[config.mk]
export PLATFORM = sky130hd
export DESIGN_NAME = bmp_pixel_repacker_top_flat
export DESIGN_NICKNAME = d
export VERILOG_FILES = /design/src/design/bpr_pkg.sv /design/src/design/bpr_in_if.sv /design/src/design/bpr_out_if.sv /design/src/design/bmp_pixel_repacker_top.sv /design/src/design/bpr_fifo.sv /design/src/design/bpr_front.sv /design/src/design/bpr_back.sv /design/src/flat_wrapper.sv
export SDC_FILE = /design/constraint.sdc
export NUM_CORES = 1
export LEC_CHECK = 0
export CAP_MARGIN = 20
export CORE_ASPECT_RATIO = 1.75
export CORE_MARGIN = 8
export CORE_UTILIZATION = 59
export CTS_BUF_LIST = sky130_fd_sc_hd__clkbuf_16
export DETAILED_ROUTE_END_ITERATION = 10
export DONT_BUFFER_PORTS = 1
export GPL_TIMING_DRIVEN = 0
export PLACE_DENSITY = 0.86
export RECOVER_POWER = 50
export SLEW_MARGIN = 0
export SYNTH_ARGS = -nofsm -noshare
export SYNTH_HDL_FRONTEND = slang
export SYNTH_SLANG_ARGS = --single-unit
[constraint.sdc]
create_clock -name clk -period 6.6 [get_ports clk]
set_input_delay 0.66 -clock clk [delete_from_list [all_inputs] [get_ports clk]]
set_output_delay 0.66 -clock clk [all_outputs]
set_load 0.01 [all_outputs]
[src/design/bpr_pkg.sv]
// ----------------------------------------------------------------------------
// bpr_pkg
// shared types and constants of the bmp pixel repacker
// ----------------------------------------------------------------------------
package bpr_pkg;

    localparam int unsigned QUEUE_DEPTH_DEFAULT = 4;

    localparam int unsigned COL_W     = 16;
    localparam int unsigned ROW_CNT_W = 18;
    localparam int unsigned CFG_IDX_W = 2;
    localparam int unsigned CFG_DAT_W = 16;

    // register indexes
    localparam logic [CFG_IDX_W-1:0] REG_DEPTH_MODE   = 2'd0;
    localparam logic [CFG_IDX_W-1:0] REG_IMAGE_WIDTH  = 2'd1;
    localparam logic [CFG_IDX_W-1:0] REG_ALPHA_LEVEL  = 2'd2;
    localparam logic [CFG_IDX_W-1:0] REG_FOUR_BYTE_PAL = 2'd3;

    // depth codes
    localparam logic [1:0] DEPTH_1BPP  = 2'd0;
    localparam logic [1:0] DEPTH_4BPP  = 2'd1;
    localparam logic [1:0] DEPTH_8BPP  = 2'd2;
    localparam logic [1:0] DEPTH_24BPP = 2'd3;

    // input actions
    localparam logic ACT_PALETTE = 1'b0;
    localparam logic ACT_PIXEL   = 1'b1;

    localparam logic [7:0] ALPHA_OPAQUE = 8'hff;

    // command kinds
    localparam logic [1:0] CMD_PAL = 2'd0;
    localparam logic [1:0] CMD_IDX = 2'd1;
    localparam logic [1:0] CMD_RGB = 2'd2;

    typedef struct packed {
        logic [1:0]       depth_mode;
        logic [COL_W-1:0] image_width;
        logic [7:0]       alpha_level;
        logic             four_byte_palette;
    } cfg_t;

    typedef struct packed {
        logic [1:0] kind;
        logic [7:0] data;
        logic [7:0] green;
        logic [7:0] blue;
        logic [3:0] npix;
        logic [1:0] pad;
        logic       row_done;
    } cmd_t;

endpackage

[src/design/bpr_in_if.sv]
// ----------------------------------------------------------------------------
// bpr_in_if
// input channel: palette and pixel bytes
// ----------------------------------------------------------------------------
interface bpr_in_if;
    logic       valid;
    logic       ready;
    logic       action;
    logic [7:0] data_byte;

    modport source
    (
        output valid,
        output action,
        output data_byte,
        input  ready
    );

    modport sink
    (
        input  valid,
        input  action,
        input  data_byte,
        output ready
    );
endinterface

[src/design/bpr_out_if.sv]
// ----------------------------------------------------------------------------
// bpr_out_if
// output channel: converted buffer bytes
// ----------------------------------------------------------------------------
interface bpr_out_if;
    logic       valid;
    logic       ready;
    logic [7:0] out_byte;
    logic       last_of_run;
    logic       row_end;

    modport source
    (
        output valid,
        output out_byte,
        output last_of_run,
        output row_end,
        input  ready
    );

    modport sink
    (
        input  valid,
        input  out_byte,
        input  last_of_run,
        input  row_end,
        output ready
    );
endinterface

[src/design/bmp_pixel_repacker_top.sv]
// ----------------------------------------------------------------------------
// bmp_pixel_repacker_top
// converts bmp palette and pixel-row bytes into lossless bitmap buffer bytes
// ----------------------------------------------------------------------------
// pixels carries one input byte per transfer: action selects palette byte or
// pixel data byte. buffer carries one converted byte per transfer, with
// last_of_run on the final byte caused by an input byte and row_end on the
// last byte of a pixel row. registers are written through cfg_we, cfg_index
// and cfg_data; the user must write them only while the block is idle, and
// the block itself has no check for this. an input byte that produces output
// is first pushed into the command queue, and its first byte then goes into
// the output register before it is valid on buffer. the emitter gives one
// byte per cycle while buffer ready is high. a palette entry gives three or
// four bytes, a 24-bit pixel four, and a 1bpp data byte up to eight, plus up
// to three row pad bytes. bytes with no output (row padding, held color
// bytes) push no command. a command queue of QUEUE_DEPTH entries lets input
// transfers continue while the emitter works through earlier bytes.
// reset clears all position counters, the queue and the output valid flag and
// loads the register defaults (8bpp, width 1, opaque, four-byte palette).
// when the receiver stalls the output byte holds, the queue fills and pixels
// ready drops once it is full.
// ----------------------------------------------------------------------------
module bmp_pixel_repacker_top #(
    parameter int unsigned QUEUE_DEPTH = bpr_pkg::QUEUE_DEPTH_DEFAULT
) (
    input  logic                            clk,
    input  logic                            rst_n,
    bpr_in_if.sink                          pixels,
    bpr_out_if.source                       buffer,
    input  logic                            cfg_we,
    input  logic [bpr_pkg::CFG_IDX_W-1:0]   cfg_index,
    input  logic [bpr_pkg::CFG_DAT_W-1:0]   cfg_data
);
    bpr_pkg::cfg_t cfg_reg, cfg_next;
    bpr_pkg::cmd_t push_cmd;
    bpr_pkg::cmd_t head_cmd;
    logic          push;
    logic          pop;
    logic          q_full;
    logic          q_empty;

    always_comb
    begin
        cfg_next = cfg_reg;
        if (cfg_we)
        begin
            case (cfg_index)
                bpr_pkg::REG_DEPTH_MODE:    cfg_next.depth_mode = cfg_data[1:0];
                bpr_pkg::REG_IMAGE_WIDTH:   cfg_next.image_width = cfg_data;
                bpr_pkg::REG_ALPHA_LEVEL:   cfg_next.alpha_level = cfg_data[7:0];
                bpr_pkg::REG_FOUR_BYTE_PAL: cfg_next.four_byte_palette = cfg_data[0];
                default: ;
            endcase
        end
    end

    always_ff @(posedge clk or negedge rst_n)
    begin
        if (!rst_n)
        begin
            cfg_reg.depth_mode        <= bpr_pkg::DEPTH_8BPP;
            cfg_reg.image_width       <= 16'd1;
            cfg_reg.alpha_level       <= bpr_pkg::ALPHA_OPAQUE;
            cfg_reg.four_byte_palette <= 1'b1;
        end
        else
        begin
            cfg_reg <= cfg_next;
        end
    end

    bpr_front u_front (
        .clk    (clk),
        .rst_n  (rst_n),
        .pixels (pixels),
        .cfg    (cfg_reg),
        .q_full (q_full),
        .push   (push),
        .cmd    (push_cmd)
    );

    bpr_fifo #(
        .DEPTH (QUEUE_DEPTH)
    ) u_fifo (
        .clk   (clk),
        .rst_n (rst_n),
        .push  (push),
        .din   (push_cmd),
        .full  (q_full),
        .pop   (pop),
        .dout  (head_cmd),
        .empty (q_empty)
    );

    bpr_back u_back (
        .clk       (clk),
        .rst_n     (rst_n),
        .cfg       (cfg_reg),
        .cmd_valid (!q_empty),
        .cmd       (head_cmd),
        .cmd_pop   (pop),
        .buffer    (buffer)
    );

    // a row can only end on the final byte of an input byte
    a_row_end_is_last: assert property (@(posedge clk) disable iff (!rst_n)
        buffer.valid && buffer.row_end |-> buffer.last_of_run)
        else $error("row_end without last_of_run");

    // the emitter never retires a command from an empty queue
    a_pop_not_empty: assert property (@(posedge clk) disable iff (!rst_n)
        pop |-> !q_empty)
        else $error("command pop from empty queue");

    // no output byte appears without a queued command
    a_no_invented_output: assert property (@(posedge clk) disable iff (!rst_n)
        !buffer.valid && q_empty |=> !buffer.valid)
        else $error("output valid with no queued command");
endmodule

[src/design/bpr_fifo.sv]
// ----------------------------------------------------------------------------
// bpr_fifo
// command queue between the classifier and the byte emitter
// ----------------------------------------------------------------------------
module bpr_fifo #(
    parameter int unsigned DEPTH = bpr_pkg::QUEUE_DEPTH_DEFAULT
) (
    input  logic          clk,
    input  logic          rst_n,
    input  logic          push,
    input  bpr_pkg::cmd_t din,
    output logic          full,
    input  logic          pop,
    output bpr_pkg::cmd_t dout,
    output logic          empty
);
    localparam int unsigned AW = (DEPTH > 1) ? $clog2(DEPTH) : 1;
    localparam int unsigned CW = $clog2(DEPTH + 1);

    bpr_pkg::cmd_t mem [DEPTH];

    logic [AW-1:0] wr_ptr_reg, wr_ptr_next;
    logic [AW-1:0] rd_ptr_reg, rd_ptr_next;
    logic [CW-1:0] count_reg, count_next;

    assign full  = (count_reg == CW'(DEPTH));
    assign empty = (count_reg == '0);
    assign dout  = mem[rd_ptr_reg];

    always_comb
    begin
        wr_ptr_next = wr_ptr_reg;
        rd_ptr_next = rd_ptr_reg;
        count_next  = count_reg;
        if (push)
        begin
            wr_ptr_next = (wr_ptr_reg == AW'(DEPTH - 1)) ? '0 : wr_ptr_reg + 1'b1;
        end
        if (pop)
        begin
            rd_ptr_next = (rd_ptr_reg == AW'(DEPTH - 1)) ? '0 : rd_ptr_reg + 1'b1;
        end
        if (push && !pop)
        begin
            count_next = count_reg + 1'b1;
        end
        else if (pop && !push)
        begin
            count_next = count_reg - 1'b1;
        end
    end

    always_ff @(posedge clk or negedge rst_n)
    begin
        if (!rst_n)
        begin
            wr_ptr_reg <= '0;
            rd_ptr_reg <= '0;
            count_reg  <= '0;
        end
        else
        begin
            wr_ptr_reg <= wr_ptr_next;
            rd_ptr_reg <= rd_ptr_next;
            count_reg  <= count_next;
        end
    end

    always_ff @(posedge clk)
    begin
        if (push)
        begin
            mem[wr_ptr_reg] <= din;
        end
    end
endmodule

[src/design/bpr_front.sv]
// ----------------------------------------------------------------------------
// bpr_front
// accepts input bytes, tracks palette and row position, issues commands
// ----------------------------------------------------------------------------
module bpr_front (
    input  logic          clk,
    input  logic          rst_n,
    bpr_in_if.sink        pixels,
    input  bpr_pkg::cfg_t cfg,
    input  logic          q_full,
    output logic          push,
    output bpr_pkg::cmd_t cmd
);
    localparam int unsigned CW = bpr_pkg::COL_W;
    localparam int unsigned RW = bpr_pkg::ROW_CNT_W;

    logic [1:0]    pal_pos_reg, pal_pos_next;
    logic [7:0]    blue_reg, blue_next;
    logic [7:0]    green_reg, green_next;
    logic [1:0]    pix_pos_reg, pix_pos_next;
    logic [CW-1:0] col_reg, col_next;
    logic [RW-1:0] row_cnt_reg, row_cnt_next;

    logic          accept;
    logic          col_lt;
    logic [CW-1:0] remaining;
    logic [3:0]    per;
    logic          fits;
    logic [3:0]    npix;
    logic [21:0]   row_bits;
    logic [21:0]   row_bits_rnd;
    logic [RW:0]   in_row;
    logic [RW-1:0] row_cnt_inc;

    assign pixels.ready = !q_full;
    assign accept       = pixels.valid && pixels.ready;

    assign col_lt    = col_reg < cfg.image_width;
    assign remaining = cfg.image_width - col_reg;

    always_comb
    begin
        case (cfg.depth_mode)
            bpr_pkg::DEPTH_1BPP: per = 4'd8;
            bpr_pkg::DEPTH_4BPP: per = 4'd2;
            default:             per = 4'd1;
        endcase
    end

    assign fits = remaining <= {{(CW-4){1'b0}}, per};
    assign npix = fits ? remaining[3:0] : per;

    // input row length in bytes, rounded up to whole words
    always_comb
    begin
        case (cfg.depth_mode)
            bpr_pkg::DEPTH_1BPP: row_bits = {6'd0, cfg.image_width};
            bpr_pkg::DEPTH_4BPP: row_bits = {4'd0, cfg.image_width, 2'b00};
            bpr_pkg::DEPTH_8BPP: row_bits = {3'd0, cfg.image_width, 3'b000};
            default:
            begin
                row_bits = {2'd0, cfg.image_width, 4'b0000}
                         + {3'd0, cfg.image_width, 3'b000};
            end
        endcase
    end

    assign row_bits_rnd = row_bits + 22'd31;
    assign in_row       = {row_bits_rnd[21:5], 2'b00};
    assign row_cnt_inc  = row_cnt_reg + 1'b1;

    always_comb
    begin
        pal_pos_next = pal_pos_reg;
        blue_next    = blue_reg;
        green_next   = green_reg;
        pix_pos_next = pix_pos_reg;
        col_next     = col_reg;
        row_cnt_next = row_cnt_reg;
        push         = 1'b0;
        cmd          = '0;
        cmd.data     = pixels.data_byte;
        cmd.green    = green_reg;
        cmd.blue     = blue_reg;

        if (accept)
        begin
            if (pixels.action == bpr_pkg::ACT_PALETTE)
            begin
                case (pal_pos_reg)
                    2'd0: blue_next = pixels.data_byte;
                    2'd1: green_next = pixels.data_byte;
                    2'd2:
                    begin
                        push     = 1'b1;
                        cmd.kind = bpr_pkg::CMD_PAL;
                    end
                    default: ;
                endcase
                if (pal_pos_reg == 2'd3 || (pal_pos_reg == 2'd2 && !cfg.four_byte_palette))
                begin
                    pal_pos_next = 2'd0;
                end
                else
                begin
                    pal_pos_next = pal_pos_reg + 1'b1;
                end
            end
            else
            begin
                if (cfg.depth_mode != bpr_pkg::DEPTH_24BPP)
                begin
                    if (col_lt)
                    begin
                        push         = 1'b1;
                        cmd.kind     = bpr_pkg::CMD_IDX;
                        cmd.npix     = npix;
                        cmd.row_done = fits;
                        cmd.pad      = fits ? 2'd0 - cfg.image_width[1:0] : 2'd0;
                        col_next     = col_reg + {{(CW-4){1'b0}}, npix};
                    end
                end
                else if (col_lt)
                begin
                    case (pix_pos_reg)
                        2'd0:
                        begin
                            blue_next    = pixels.data_byte;
                            pix_pos_next = 2'd1;
                        end
                        2'd1:
                        begin
                            green_next   = pixels.data_byte;
                            pix_pos_next = 2'd2;
                        end
                        default:
                        begin
                            push         = 1'b1;
                            cmd.kind     = bpr_pkg::CMD_RGB;
                            cmd.row_done = (col_reg + 1'b1) == cfg.image_width;
                            pix_pos_next = 2'd0;
                            col_next     = col_reg + 1'b1;
                        end
                    endcase
                end

                row_cnt_next = row_cnt_inc;
                if ({1'b0, row_cnt_inc} >= in_row)
                begin
                    row_cnt_next = '0;
                    col_next     = '0;
                    pix_pos_next = 2'd0;
                end
            end
        end
    end

    always_ff @(posedge clk or negedge rst_n)
    begin
        if (!rst_n)
        begin
            pal_pos_reg <= '0;
            blue_reg    <= '0;
            green_reg   <= '0;
            pix_pos_reg <= '0;
            col_reg     <= '0;
            row_cnt_reg <= '0;
        end
        else
        begin
            pal_pos_reg <= pal_pos_next;
            blue_reg    <= blue_next;
            green_reg   <= green_next;
            pix_pos_reg <= pix_pos_next;
            col_reg     <= col_next;
            row_cnt_reg <= row_cnt_next;
        end
    end
endmodule

[src/design/bpr_back.sv]
// ----------------------------------------------------------------------------
// bpr_back
// expands one command into buffer bytes, one byte per cycle while buffer ready is high
// ----------------------------------------------------------------------------
module bpr_back (
    input  logic          clk,
    input  logic          rst_n,
    input  bpr_pkg::cfg_t cfg,
    input  logic          cmd_valid,
    input  bpr_pkg::cmd_t cmd,
    output logic          cmd_pop,
    bpr_out_if.source     buffer
);
    logic [3:0]  step_reg, step_next;
    logic        valid_reg, valid_next;
    logic [7:0]  byte_reg, byte_next;
    logic        last_reg, last_next;
    logic        row_end_reg, row_end_next;

    logic        alpha_en;
    logic [3:0]  cnt;
    logic        last;
    logic        advance;
    logic        use_shade;
    logic [7:0]  ch;
    logic [7:0]  raw;
    logic [15:0] product;
    logic [7:0]  shaded;

    assign alpha_en = cfg.alpha_level != bpr_pkg::ALPHA_OPAQUE;

    always_comb
    begin
        case (cmd.kind)
            bpr_pkg::CMD_PAL: cnt = alpha_en ? 4'd4 : 4'd3;
            bpr_pkg::CMD_RGB: cnt = 4'd4;
            default:          cnt = cmd.npix + {2'b00, cmd.pad};
        endcase
    end

    assign last = step_reg == (cnt - 4'd1);

    // byte selection for the current step
    always_comb
    begin
        use_shade = 1'b0;
        ch        = cmd.data;
        raw       = 8'd0;
        case (cmd.kind)
            bpr_pkg::CMD_PAL:
            begin
                use_shade = 1'b1;
                case (step_reg[1:0])
                    2'd0: ch = cmd.data;
                    2'd1: ch = cmd.green;
                    2'd2: ch = cmd.blue;
                    default:
                    begin
                        use_shade = 1'b0;
                        raw       = cfg.alpha_level;
                    end
                endcase
            end
            bpr_pkg::CMD_RGB:
            begin
                use_shade = 1'b1;
                case (step_reg[1:0])
                    2'd0:
                    begin
                        use_shade = 1'b0;
                        raw       = alpha_en ? cfg.alpha_level : 8'd0;
                    end
                    2'd1: ch = cmd.data;
                    2'd2: ch = cmd.green;
                    default: ch = cmd.blue;
                endcase
            end
            default:
            begin
                if (step_reg < cmd.npix)
                begin
                    case (cfg.depth_mode)
                        bpr_pkg::DEPTH_1BPP: raw = {7'd0, cmd.data[3'd7 - step_reg[2:0]]};
                        bpr_pkg::DEPTH_4BPP:
                        begin
                            raw = step_reg[0] ? {4'd0, cmd.data[3:0]} : {4'd0, cmd.data[7:4]};
                        end
                        default: raw = cmd.data;
                    endcase
                end
            end
        endcase
    end

    assign product = {8'd0, ch} * {8'd0, cfg.alpha_level};
    assign shaded  = alpha_en ? product[15:8] : ch;

    assign advance = !valid_reg || buffer.ready;
    assign cmd_pop = advance && cmd_valid && last;

    always_comb
    begin
        step_next    = step_reg;
        valid_next   = valid_reg;
        byte_next    = byte_reg;
        last_next    = last_reg;
        row_end_next = row_end_reg;
        if (advance)
        begin
            valid_next = cmd_valid;
            if (cmd_valid)
            begin
                byte_next    = use_shade ? shaded : raw;
                last_next    = last;
                row_end_next = last && cmd.row_done;
                step_next    = last ? 4'd0 : step_reg + 1'b1;
            end
        end
    end

    always_ff @(posedge clk or negedge rst_n)
    begin
        if (!rst_n)
        begin
            step_reg  <= '0;
            valid_reg <= 1'b0;
        end
        else
        begin
            step_reg  <= step_next;
            valid_reg <= valid_next;
        end
    end

    always_ff @(posedge clk)
    begin
        byte_reg    <= byte_next;
        last_reg    <= last_next;
        row_end_reg <= row_end_next;
    end

    assign buffer.valid       = valid_reg;
    assign buffer.out_byte    = byte_reg;
    assign buffer.last_of_run = last_reg;
    assign buffer.row_end     = row_end_reg;
endmodule
[src/flat_wrapper.sv]
// flat-port wrapper written by rule: the top's interface ports become plain ports
module bmp_pixel_repacker_top_flat 
#(
    parameter int unsigned QUEUE_DEPTH = bpr_pkg::QUEUE_DEPTH_DEFAULT
)
  (clk, rst_n, cfg_we, cfg_index, cfg_data, pixels_valid, pixels_action, pixels_data_byte, pixels_ready, buffer_valid, buffer_out_byte, buffer_last_of_run, buffer_row_end, buffer_ready);
  bpr_in_if pixels_i ();
  bpr_out_if buffer_i ();
  input  logic clk;
  input  logic rst_n;
  input  logic cfg_we;
  input  logic [bpr_pkg::CFG_IDX_W-1:0] cfg_index;
  input  logic [bpr_pkg::CFG_DAT_W-1:0] cfg_data;
  input wire logic [$bits(pixels_i.valid)-1:0] pixels_valid;
  input wire logic [$bits(pixels_i.action)-1:0] pixels_action;
  input wire logic [$bits(pixels_i.data_byte)-1:0] pixels_data_byte;
  output wire logic [$bits(pixels_i.ready)-1:0] pixels_ready;
  output wire logic [$bits(buffer_i.valid)-1:0] buffer_valid;
  output wire logic [$bits(buffer_i.out_byte)-1:0] buffer_out_byte;
  output wire logic [$bits(buffer_i.last_of_run)-1:0] buffer_last_of_run;
  output wire logic [$bits(buffer_i.row_end)-1:0] buffer_row_end;
  input wire logic [$bits(buffer_i.ready)-1:0] buffer_ready;
  assign pixels_i.valid = pixels_valid;
  assign pixels_i.action = pixels_action;
  assign pixels_i.data_byte = pixels_data_byte;
  assign pixels_ready = pixels_i.ready;
  assign buffer_valid = buffer_i.valid;
  assign buffer_out_byte = buffer_i.out_byte;
  assign buffer_last_of_run = buffer_i.last_of_run;
  assign buffer_row_end = buffer_i.row_end;
  assign buffer_i.ready = buffer_ready;
  bmp_pixel_repacker_top #(.QUEUE_DEPTH(QUEUE_DEPTH)) u_core (.clk(clk), .rst_n(rst_n), .pixels(pixels_i), .buffer(buffer_i), .cfg_we(cfg_we), .cfg_index(cfg_index), .cfg_data(cfg_data));
endmodule
== Word-level counts from Yosys, hierarchy flattened ==
Memory sizes are Yosys's and may differ from the RTL's.
Index checks and enable logic that the tools add are counted.

* Add/sub/neg operators: 16
* Multipliers: 1
* Magnitude comparators: 5
* Eq/ne operators: 25
* Muxes and demuxes: 71
* Bitwise logic cells: 2
* Reduce and logical (&&, ||, !) cells: 40

{| class="wikitable"
|+ Operators with widths
! kind !! count
|-
| $mux 8 || 16
|-
| $mux 16 || 5
|-
| $pmux 8 s2 || 5
|-
| $pmux 21 s3 || 1
|-
| $mux 2 || 12
|-
| $add 22x5->22 const B || 1
|-
| $add 20x19->21 || 1
|-
| $mux 7 || 3
|-
| $ge 18x19->1 || 1
|-
| $add 18x1->18 const B || 1
|-
| $eq 2x2->1 const B || 9
|-
| $mux 18 || 1
|-
| $add 16x1->16 const B || 1
|-
| $add 16x4->16 || 1
|-
| $eq 16x16->1 || 1
|-
| $le 16x4->1 || 1
|-
| $lt 16x16->1 || 1
|-
| $mul 8x8->16 || 1
|-
| $mux 1 || 16
|-
| $pmux 4 s2 || 2
|-
| $sub 16x16->16 || 1
|-
| $reduce_and 2->1 || 7
|-
| $logic_not 2->1 || 6
|-
| $mux 4 || 3
|-
| other kinds (32) || 63
|}

* Register bits: 103
* RAM bits: 132
* Bits of input ports: 32
* Output and inout bits: 12
* Logic and storage cells: 179
* Memories: 1

{| class="wikitable"
|+ Memories
! memory !! depth !! width !! rd ports !! clocked after memory_dff !! write ports !! line !! RTL
|-
| u_core.u_fifo.mem || 4 || 33 || 1 || 0 || 1 || bpr_fifo.sv:20 || <nowiki>bpr_pkg::cmd_t mem [DEPTH];</nowiki>
|}

== Logic depth before layout (Yosys ltp) ==
Gate-level depths: netlist (run 1).

* Depth in word-level cells: 11
* Gate-level depth with buffers: 29
* Gate-level depth less buffers: 29

== Cells and area by module ==
A second synthesis (run 1) with hierarchy kept.

* Cell total of the unflattened synthesis: 1528
* Area total of the unflattened synthesis: 16719.8 um2

{| class="wikitable"
|+ Modules (own cells, without submodules)
! module !! times used !! cells an instance !! area each (um2) !! seq. area each (um2)
|-
| bpr_front || 1 || 846 || 6844.1 || 1351.3
|-
| bpr_fifo || 1 || 210 || 5228.8 || 4139.0
|-
| bpr_back || 1 || 412 || 3557.2 || 425.4
|-
| bmp_pixel_repacker_top || 1 || 60 || 1089.8 || 689.4
|}

== Worst setup path after synthesis (run 1) ==
No wires, ideal clock.

* Path type: register to register
* Start point: reg u_core.u_fifo.rd_ptr_reg[0]
* End point: reg u_core.u_back.byte_reg[7] (netlist: u_core.u_back.buffer.out_byte[7]) (data pin)
* Setup time: 269 ps
* Arrival: 6365 ps
* Path slack: -34 ps
* Cell stages (with the launch flop): 26
* Path buffers: 4
* Clock period less this slack: 6634 ps
* Path through: dfrtp_1 > buf_6 > buf_2 > buf_2 > buf_2 > mux4_2 > a22oi_1 > a22oi_1 > o22a_1 > and2_1 > fa_1 > inv_1 > fa_1 > inv_1 > fa_1 > fa_1 > ha_1 > o21ai_0 > nor2_1 > o21ai_0 > o311ai_2 > o31a_1 > a211oi_1 > nor3b_1 > mux2i_1 > o21ai_0

* Cells in the longest elaborated chain, start to end: 6

{| class="wikitable"
|+ Ends and longest elaborated chain
! what !! line !! RTL
|-
| from (decl) || bpr_fifo.sv:23 || <nowiki>logic [AW-1:0] rd_ptr_reg, rd_ptr_next;</nowiki>
|-
| from (signal assigned) || bpr_fifo.sv:64 || <nowiki>rd_ptr_reg <= rd_ptr_next;</nowiki>
|-
| $mem_v2 4x33 (*) || - ||
|-
| $pmux 8 s2 (tied with other cells) || bpr_back.sv:67 || <nowiki>case (step_reg[1:0])</nowiki>
|-
| $pmux 8 s2 || bpr_back.sv:49 || <nowiki>case (cmd.kind)</nowiki>
|-
| $mul 8x8->16 || bpr_back.sv:95 || <nowiki>assign product = {8'd0, ch} * {8'd0, cfg.alpha_level};</nowiki>
|-
| $mux 8 || bpr_back.sv:96 || <nowiki>assign shaded = alpha_en ? product[15:8] : ch;</nowiki>
|-
| $mux 8 (*) || bpr_back.sv:113 || <nowiki>byte_next = use_shade ? shaded : raw;</nowiki>
|-
| to (signal assigned) || bpr_back.sv:137 || <nowiki>byte_reg <= byte_next;</nowiki>
|-
| to (decl) || bpr_back.sv:16 || <nowiki>logic [7:0] byte_reg, byte_next;</nowiki>
|}

Every way passes the cells marked *; elsewhere a longest branch is shown, timed or not.
A chain may end at the register's enable or synchronous reset.

== Worst setup path after layout (run 1) ==
Ends and elaborated chain as after synthesis.

==> run_results.csv, run 1 <==
group,metric,value,unit
run_status,status,"finished, violations left",
run_status,violations,"capacitance limit, slew limit",
timing,relSlewSlack,-230,%
yosys,async_reset_ff_share,39.6,%
yosys,ys.flop_type,"edfxtp_1",
grt,grt_pass1_vias,12386,
placed_design,dp_hpwl,29600,um
routing,drt_iter0_drc,1006,
yosys,synth_top_cell_by_area,"edfxtp_1",
setup_path,reg2reg_to,"u_core.u_back.buffer.out_byte[7]",
setup_path,crit_fanout,9,
setup_path,rrSetupSlack,0.05,ns
routing,drc,0,
clocking,cts_buffers,23,
grt,grt_pass1_wl,64000,um
finish,synthToLayoutAreaGrowth,10.8,%
yosys,syn_area_per_cell,10.8,um2
finish,stdcell_count,1861,
timing,drv_slew,83,
timing,max_freq,0.153,GHz
die,fp.dieH,233,um
yosys,synth_warnings,0,
setup_path,start_kind,"register",
yosys,ys_seq_area_share,41.5,%
die,core_area,26600,um2
clocking,clkSinkCount,235,
clocking,clk_latency,0.55,ns
yosys,synth_cell_types,86,
yosys,synth_cells,1466,
grt,grt_usage,25.1,%
run,cap_violations,1,
clocking,htree_levels,1,
timing,tightest_slew,4.95,ns
grt,antenna_found_initial,0,
clocking,cts_tree,"built",
die,die-width,140,um
die,ioPinCount,44,
hold_path,min_path_cells,0,
clocking,clockRootBuffer,"clkbuf_16",
hold_path,min_from,"pixels_data_byte[2]",
setup_path,r2r_start,"u_core.u_fifo.rd_ptr_reg[0]",
placed_design,gp_congestion,0.939,
timing,setup_viol,0,
finish,diodes,0,
hold_path,hold_path.class,"in2reg",
die,die-area,32700,um2
yosys,synth_edf_count,142,
finish,nNetsFinal,1704,
setup_path,criticalPathCategory,"reg2reg",
setup_path,arrival,6.81,ns
routing,postRouteAntennaNets,0,
clocking,clockBufferDepth,3,
yosys,synth_area_leaders,"edfxtp_1 27%, dfrtp_1 13%, ha_1 8.7%",
timing,fin_worst_skew,0.0286,ns
die,rows,79,
finish,fillCellCount,1843,
setup_path,end_kind,"register",
yosys,syn_nets,1649,
clocking,clkTransAtPathRegs,0.07,ns
routing,via_count,12159,
yosys,synth-seq-cells,235,
routing,detail_route.vias_per_cell,6.53,
finish,largest_reg_flops,132,
timing,period_needed,6.55,ns
grt,grt_max_degree,83,
grt,grt_overflow,0,
timing,period_share,99.2,%
yosys,synthTopCellsByCount,"142 x edfxtp_1, 114 x nand2_1, 111 x ha_1, 106 x inv_1, 82 x dfrtp_1",
placed_design,portBuffers,0,
yosys,synth_top_area_share,26.8,%
hold_path,min_to,"u_core.u_fifo.mem[3][25]",
yosys,netlist_area,15900,um2
routing,first_pass_iters,8,
yosys,yosysMostFrequentCell,"edfxtp_1",
placed_design,place_inst,1790,
setup_path,rr_worst_depth,24,
finish,drive_above_1_share,15.7,%
setup_path,cp_data_required_time,6.86,ns
routing,avgRoutedWirePerCell,22.5,um
timing,hold_viol,0,
routing,routed_wirelength,41900,um
die,initial_utilization,59.8,%
[how the worst max path moves through the flow]
stage                                            from                          endpoint  slack [ns]
after floorplan           u_core.u_fifo.rd_ptr_reg[0]  u_core.u_back.buffer.out_byte[7]        0.06
after global placement    u_core.u_fifo.rd_ptr_reg[1]  u_core.u_back.buffer.out_byte[7]       -1.10
after detailed placement  u_core.u_fifo.rd_ptr_reg[1]  u_core.u_back.buffer.out_byte[7]       -1.30
after CTS                 u_core.u_fifo.rd_ptr_reg[1]  u_core.u_back.buffer.out_byte[7]       0.004
after global routing      u_core.u_fifo.rd_ptr_reg[0]  u_core.u_back.buffer.out_byte[7]       -0.11
final                     u_core.u_fifo.rd_ptr_reg[0]  u_core.u_back.buffer.out_byte[7]        0.05
[critical path, stage by stage, from the launching register on]
cell      delay [ns]
dfrtp_1         0.41
buf_12          0.13
buf_16          0.11
buf_4           0.18
mux4_2          0.60
a22oi_1         0.25
nor2_1          0.06
a21oi_1         0.18
a22oi_1         0.19
o22a_2          0.34
and2_1          0.20
fa_1            0.51
fa_1            0.45
fa_1            0.56
inv_1           0.06
fa_1            0.55
inv_1           0.05
ha_1            0.33
o21ai_0         0.11
nand2b_1        0.08
o31a_1          0.21
a211oi_2        0.10
nor3b_2         0.27
mux2i_1         0.23
o21ai_0         0.09
[layout by cell type (no fill, tap or decap), types with 18 or more instances in the layout]
cell         n
a21o_1      27
xor2_1      32
nand2_1    114
nand4_1     18
nor2_1      72
ha_1       106
clkbuf_1    32
xnor2_1     46
dfrtp_1     81
a21oi_1     62
fa_1        40
inv_1      106
edfxtp_1   142
buf_4       28
clkbuf_16   24
mux4_2      35
and2_1      55
o21ai_0     62
mux2_2      49
nor3_1      31
nand3_1     45
[layout make-up]
class	count	area, um2	share of cell area, %
Clock buffer	23	576	3.27
Inverter	109	413	2.34
Tap cell	324	405	2.30
Sequential cell	235	6610	37.5
Clock inverter	18	204	1.16
Multi-Input combinational cell	1064	8780	49.8
Buffer	56	373	2.12
Timing Repair Buffer	32	267	1.51
[routing by layer]
metal | vias to the layer above | global-route usage [%] | part of all wire, % | routed length (um)
met2 | 575 | 48.4 | 55 | 22900
met4 | 0 | 19.8 | 8.7 | 3640
met3 | 233 | 3.33 | 4.8 | 2020
li1 | 5458 | - | - | -
met5 | - | 0 | 0 | 0
met1 | 5893 | 23.4 | 32 | 13400
[kinds of logic (layout without fill, tap and decap cells)]
logic type,Yosys count,count (layout),synth area share (%)
simple gates,418,418,13.3
compound gates,314,315,13.3
flops,235,235,41.5
buf+inv,168,238,4.28
fa+ha+maj,151,151,13.8
mux,102,102,9.58
xor+xnor,78,78,4.30
[through the flow]
| stage | hold slack, ns | util (%) | TNS, ns | setup slack, ns | instance area (um2) |
|---|---|---|---|---|---|
| finish | 0.199 | 66.3 | 0 | 0.0496 | 17600 |
| global route | 0.186 | 66.3 | -0.331 | -0.109 | 17600 |
| CTS | 0.0213 | 65.4 | 0 | 0.00406 | 17400 |
| detailed placement | 0.373 | 61.4 | -7.95 | -1.30 | 16300 |
| global placement | 0.375 | 61.3 | -6.57 | -1.10 | 16300 |
| floorplan | 0.364 | - | 0 | 0.0616 | 15900 |
[timing repair]
action,4_1_cts,5_1_grt
buffers inserted,15,13
hold buffers,2,0
setup endpoints to repair,8,5
cloned,1,1
resized for setup,38,36
pin swaps,8,14
hold endpoints to repair,82,0
Power of run 1 is left out: the tool's default activity adds up to more than one toggle a clock period on the data nets, which glitch-free logic cannot reach.
==> inputs of run 2 (changes only) <==
ABC_AREA = 1   (was unset)
SKIP_LAST_GASP = 1   (was unset)
==> run 2 against run 1 <==
  * The run still ends with capacitance limit, slew limit left
  * Register-to-register slack better by 0.19 ns
  * Sequential share of layout area is 1.1 points lower
  * Final area is 3.0% higher
  * Synthesized cell count is 39% higher
  * Critical endpoint is now u_core.u_back.buffer.out_byte[6]
  * Global-route usage is 3.0 points higher
  * Maximum frequency is 3.0% higher
  * Setup slack better by 0.19 ns
  * Non-clock buffer count is 19 lower
  * Count of clock-buffer cells in the layout is 1 lower
==> run_results.csv, run 2 <==
group,metric,value,unit
clocking,clockRootBuffer,"clkbuf_16",
placed_design,portBuffers,0,
clocking,clockBufferDepth,3,
die,fp.dieH,238,um
timing,max_freq,0.157,GHz
finish,layout_common_cells,"474 x nand2_1, 273 x inv_1, 194 x nand3_1",
yosys,yosysMostFrequentCell,"nand2_1",
placed_design,gp_congestion,1.01,
finish,multi_input_area,8800,um2
grt,grt_pass1_wl,74600,um
yosys,synth-seq-cells,235,
finish,largest_reg_flops,132,
setup_path,arrival,6.63,ns
yosys,async_reset_ff_share,39.6,%
timing,period_share,96.4,%
setup_path,start_kind,"register",
die,die-area,34100,um2
yosys,netlist_area,16700,um2
timing,relSlewSlack,-210,%
yosys,ys.flop_type,"edfxtp_1",
routing,via_count,14829,
timing,tightest_slew,4.65,ns
clocking,clkTransAtPathRegs,0.07,ns
timing,fin_worst_skew,0.0210,ns
grt,grt_usage,28.1,%
run,cap_violations,1,
setup_path,criticalPathCategory,"reg2reg",
timing,layout_setup_ws,0.239,ns
finish,synthToLayoutAreaGrowth,9.06,%
timing,rsz0062_at_grt,"true",
yosys,synth_top_cell_by_area,"edfxtp_1",
die,ioPinCount,44,
clocking,cts_buffers,22,
yosys,synth_edf_count,142,
grt,grt_max_degree,93,
setup_path,crit_fanout,10,
clocking,clkSinkCount,235,
yosys,syn_nets,2220,
die,core_area,27900,um2
yosys,ys_seq_area_share,39.7,%
finish,layout_commonest_cell,"nand2_1",
clocking,cts_tree,"built",
setup_path,cp_data_required_time,6.87,ns
routing,postRouteAntennaNets,0,
die,rows,81,
run_status,violations,"capacitance limit, slew limit",
die,initial_utilization,59.7,%
finish,stdcell_count,2470,
grt,antenna_found_initial,1,
routing,routed_wirelength,48300,um
run_status,status,"finished, violations left",
timing,drv_slew,93,
yosys,syn_area_per_cell,8.17,um2
grt,grt_pass1_vias,14902,
timing,hold_viol,0,
finish,seq_area,6610,um2
yosys,synth_cells,2037,
routing,drt_iter0_drc,1319,
grt,grt_overflow,0,
yosys,synth_top_area_share,25.6,%
routing,detail_route.vias_per_cell,6.00,
placed_design,preCtsSetupSlack,-0.327,ns
yosys,synth_area_leaders,"edfxtp_1 26%, dfrtp_1 12%, nand2_1 11%",
routing,first_pass_iters,6,
yosys,synthTopCellsByCount,"479 x nand2_1, 272 x inv_1, 196 x nand3_1, 163 x nor2_1, 142 x edfxtp_1",
hold_path,hold_path.class,"in2reg",
routing,avgRoutedWirePerCell,19.5,um
finish,fillCellCount,2245,
routing,drc,0,
die,die-width,143,um
yosys,synth_warnings,0,
yosys,synth_cell_types,57,
finish,drive_above_1_share,8.11,%
finish,nNetsFinal,2263,
clocking,clk_latency,0.54,ns
setup_path,end_kind,"register",
placed_design,dp_hpwl,35800,um
timing,period_needed,6.36,ns
placed_design,place_inst,2415,
timing,timing.hold.ws,0.215,ns
clocking,htree_levels,1,
timing,setup_viol,0,
run 2: cell type report:
class / count / area share [%]
sequential: 235 / 36.4
buffer: 50 / 1.63
inverter: 281 / 5.81
timing repair buffer: 19 / 1.07
clock buffer: 22 / 3.03
multi-input combinational: 1471 / 48.5
antenna: 1 / 0.0138
clock inverter: 18 / 1.02
tap: 373 / 2.57
run 2: kinds of logic (layout without fill, tap and decap cells):
family | Yosys count | count (layout) | share of synthesized area (%)
buffers and inverters | 331 | 390 | 7.94
other | 0 | 1 | 0
flip-flops | 235 | 235 | 39.7
AND/OR/NAND/NOR | 928 | 928 | 24.2
XOR/XNOR | 76 | 76 | 4.00
AO/OA/AOI/OAI | 312 | 312 | 10.8
multiplexers | 4 | 4 | 0.270
adder cells (fa/ha/maj) | 151 | 151 | 13.1
run 2: metrics by stage:
step                setup TNS [ns]  instance area, um2  util (%)
finish                           0               18200      65.2
global route               -0.0354               18200      65.2
CTS                              0               18100      64.8
detailed placement          -0.935               17200      61.9
global placement            -0.361               17100      61.4
floorplan                        0               16700         -
run 2: repair_timing:
action                     4_1_cts  5_1_grt
setup endpoints to repair        7        8
hold buffers                     2        0
resized for setup                8       31
setup buffers                    3        8
cloned                           0        0
pin swaps                        1        6
hold endpoints to repair        92        0
run 2: worst max-delay path, stage by stage, from the launching register on:
cell	delay, ns
dfrtp_1	0.39
buf_2	0.20
inv_2	0.14
clkbuf_4	0.25
clkbuf_4	0.27
clkbuf_4	0.25
nand3_1	0.16
nand3_1	0.12
o21ai_0	0.08
a21oi_1	0.13
o21ai_0	0.19
nand2_2	0.19
buf_4	0.15
nor2_1	0.05
fa_1	0.58
fa_1	0.46
fa_1	0.54
inv_1	0.05
fa_1	0.53
inv_1	0.05
ha_1	0.35
a21oi_1	0.20
o21ai_1	0.15
a221oi_2	0.30
a21oi_1	0.10
o21ai_0	0.16
nand2_1	0.07
run 2: path summary, 6_finish.rpt:
check | endpoint | slack (ns) | from | cells after the start
setup / recovery | u_core.u_back.buffer.out_byte[6] | 0.24 | u_core.u_fifo.rd_ptr_reg[1] | 26
hold / removal | u_core.u_back.buffer.valid | 0.21 | buffer_ready | 1
setup reg to reg | u_core.u_back.buffer.out_byte[6] | 0.24 | u_core.u_fifo.rd_ptr_reg[1] | 26
hold reg to reg | u_core.u_front.row_cnt_reg[17] | 0.51 | u_core.u_front.row_cnt_reg[17] | 2
max in group asynchronous | u_core.u_fifo.rd_ptr_reg[0] | 1.64 | rst_n | 1
min in group asynchronous | u_core.cfg_reg[0] | 0.58 | rst_n | 1
run 2: routing by layer:
layer / GRT usage [%] / up-vias / part of all wire (%)
met3: 3.66 / 272 / 6.6
met2: 52.2 / 784 / 52
li1: - / 6857 / -
met1: 26.9 / 6916 / 32
met4: 22.8 / 0 / 9.1
met5: 0 / - / 0
Power of run 2 is left out for the same reason.
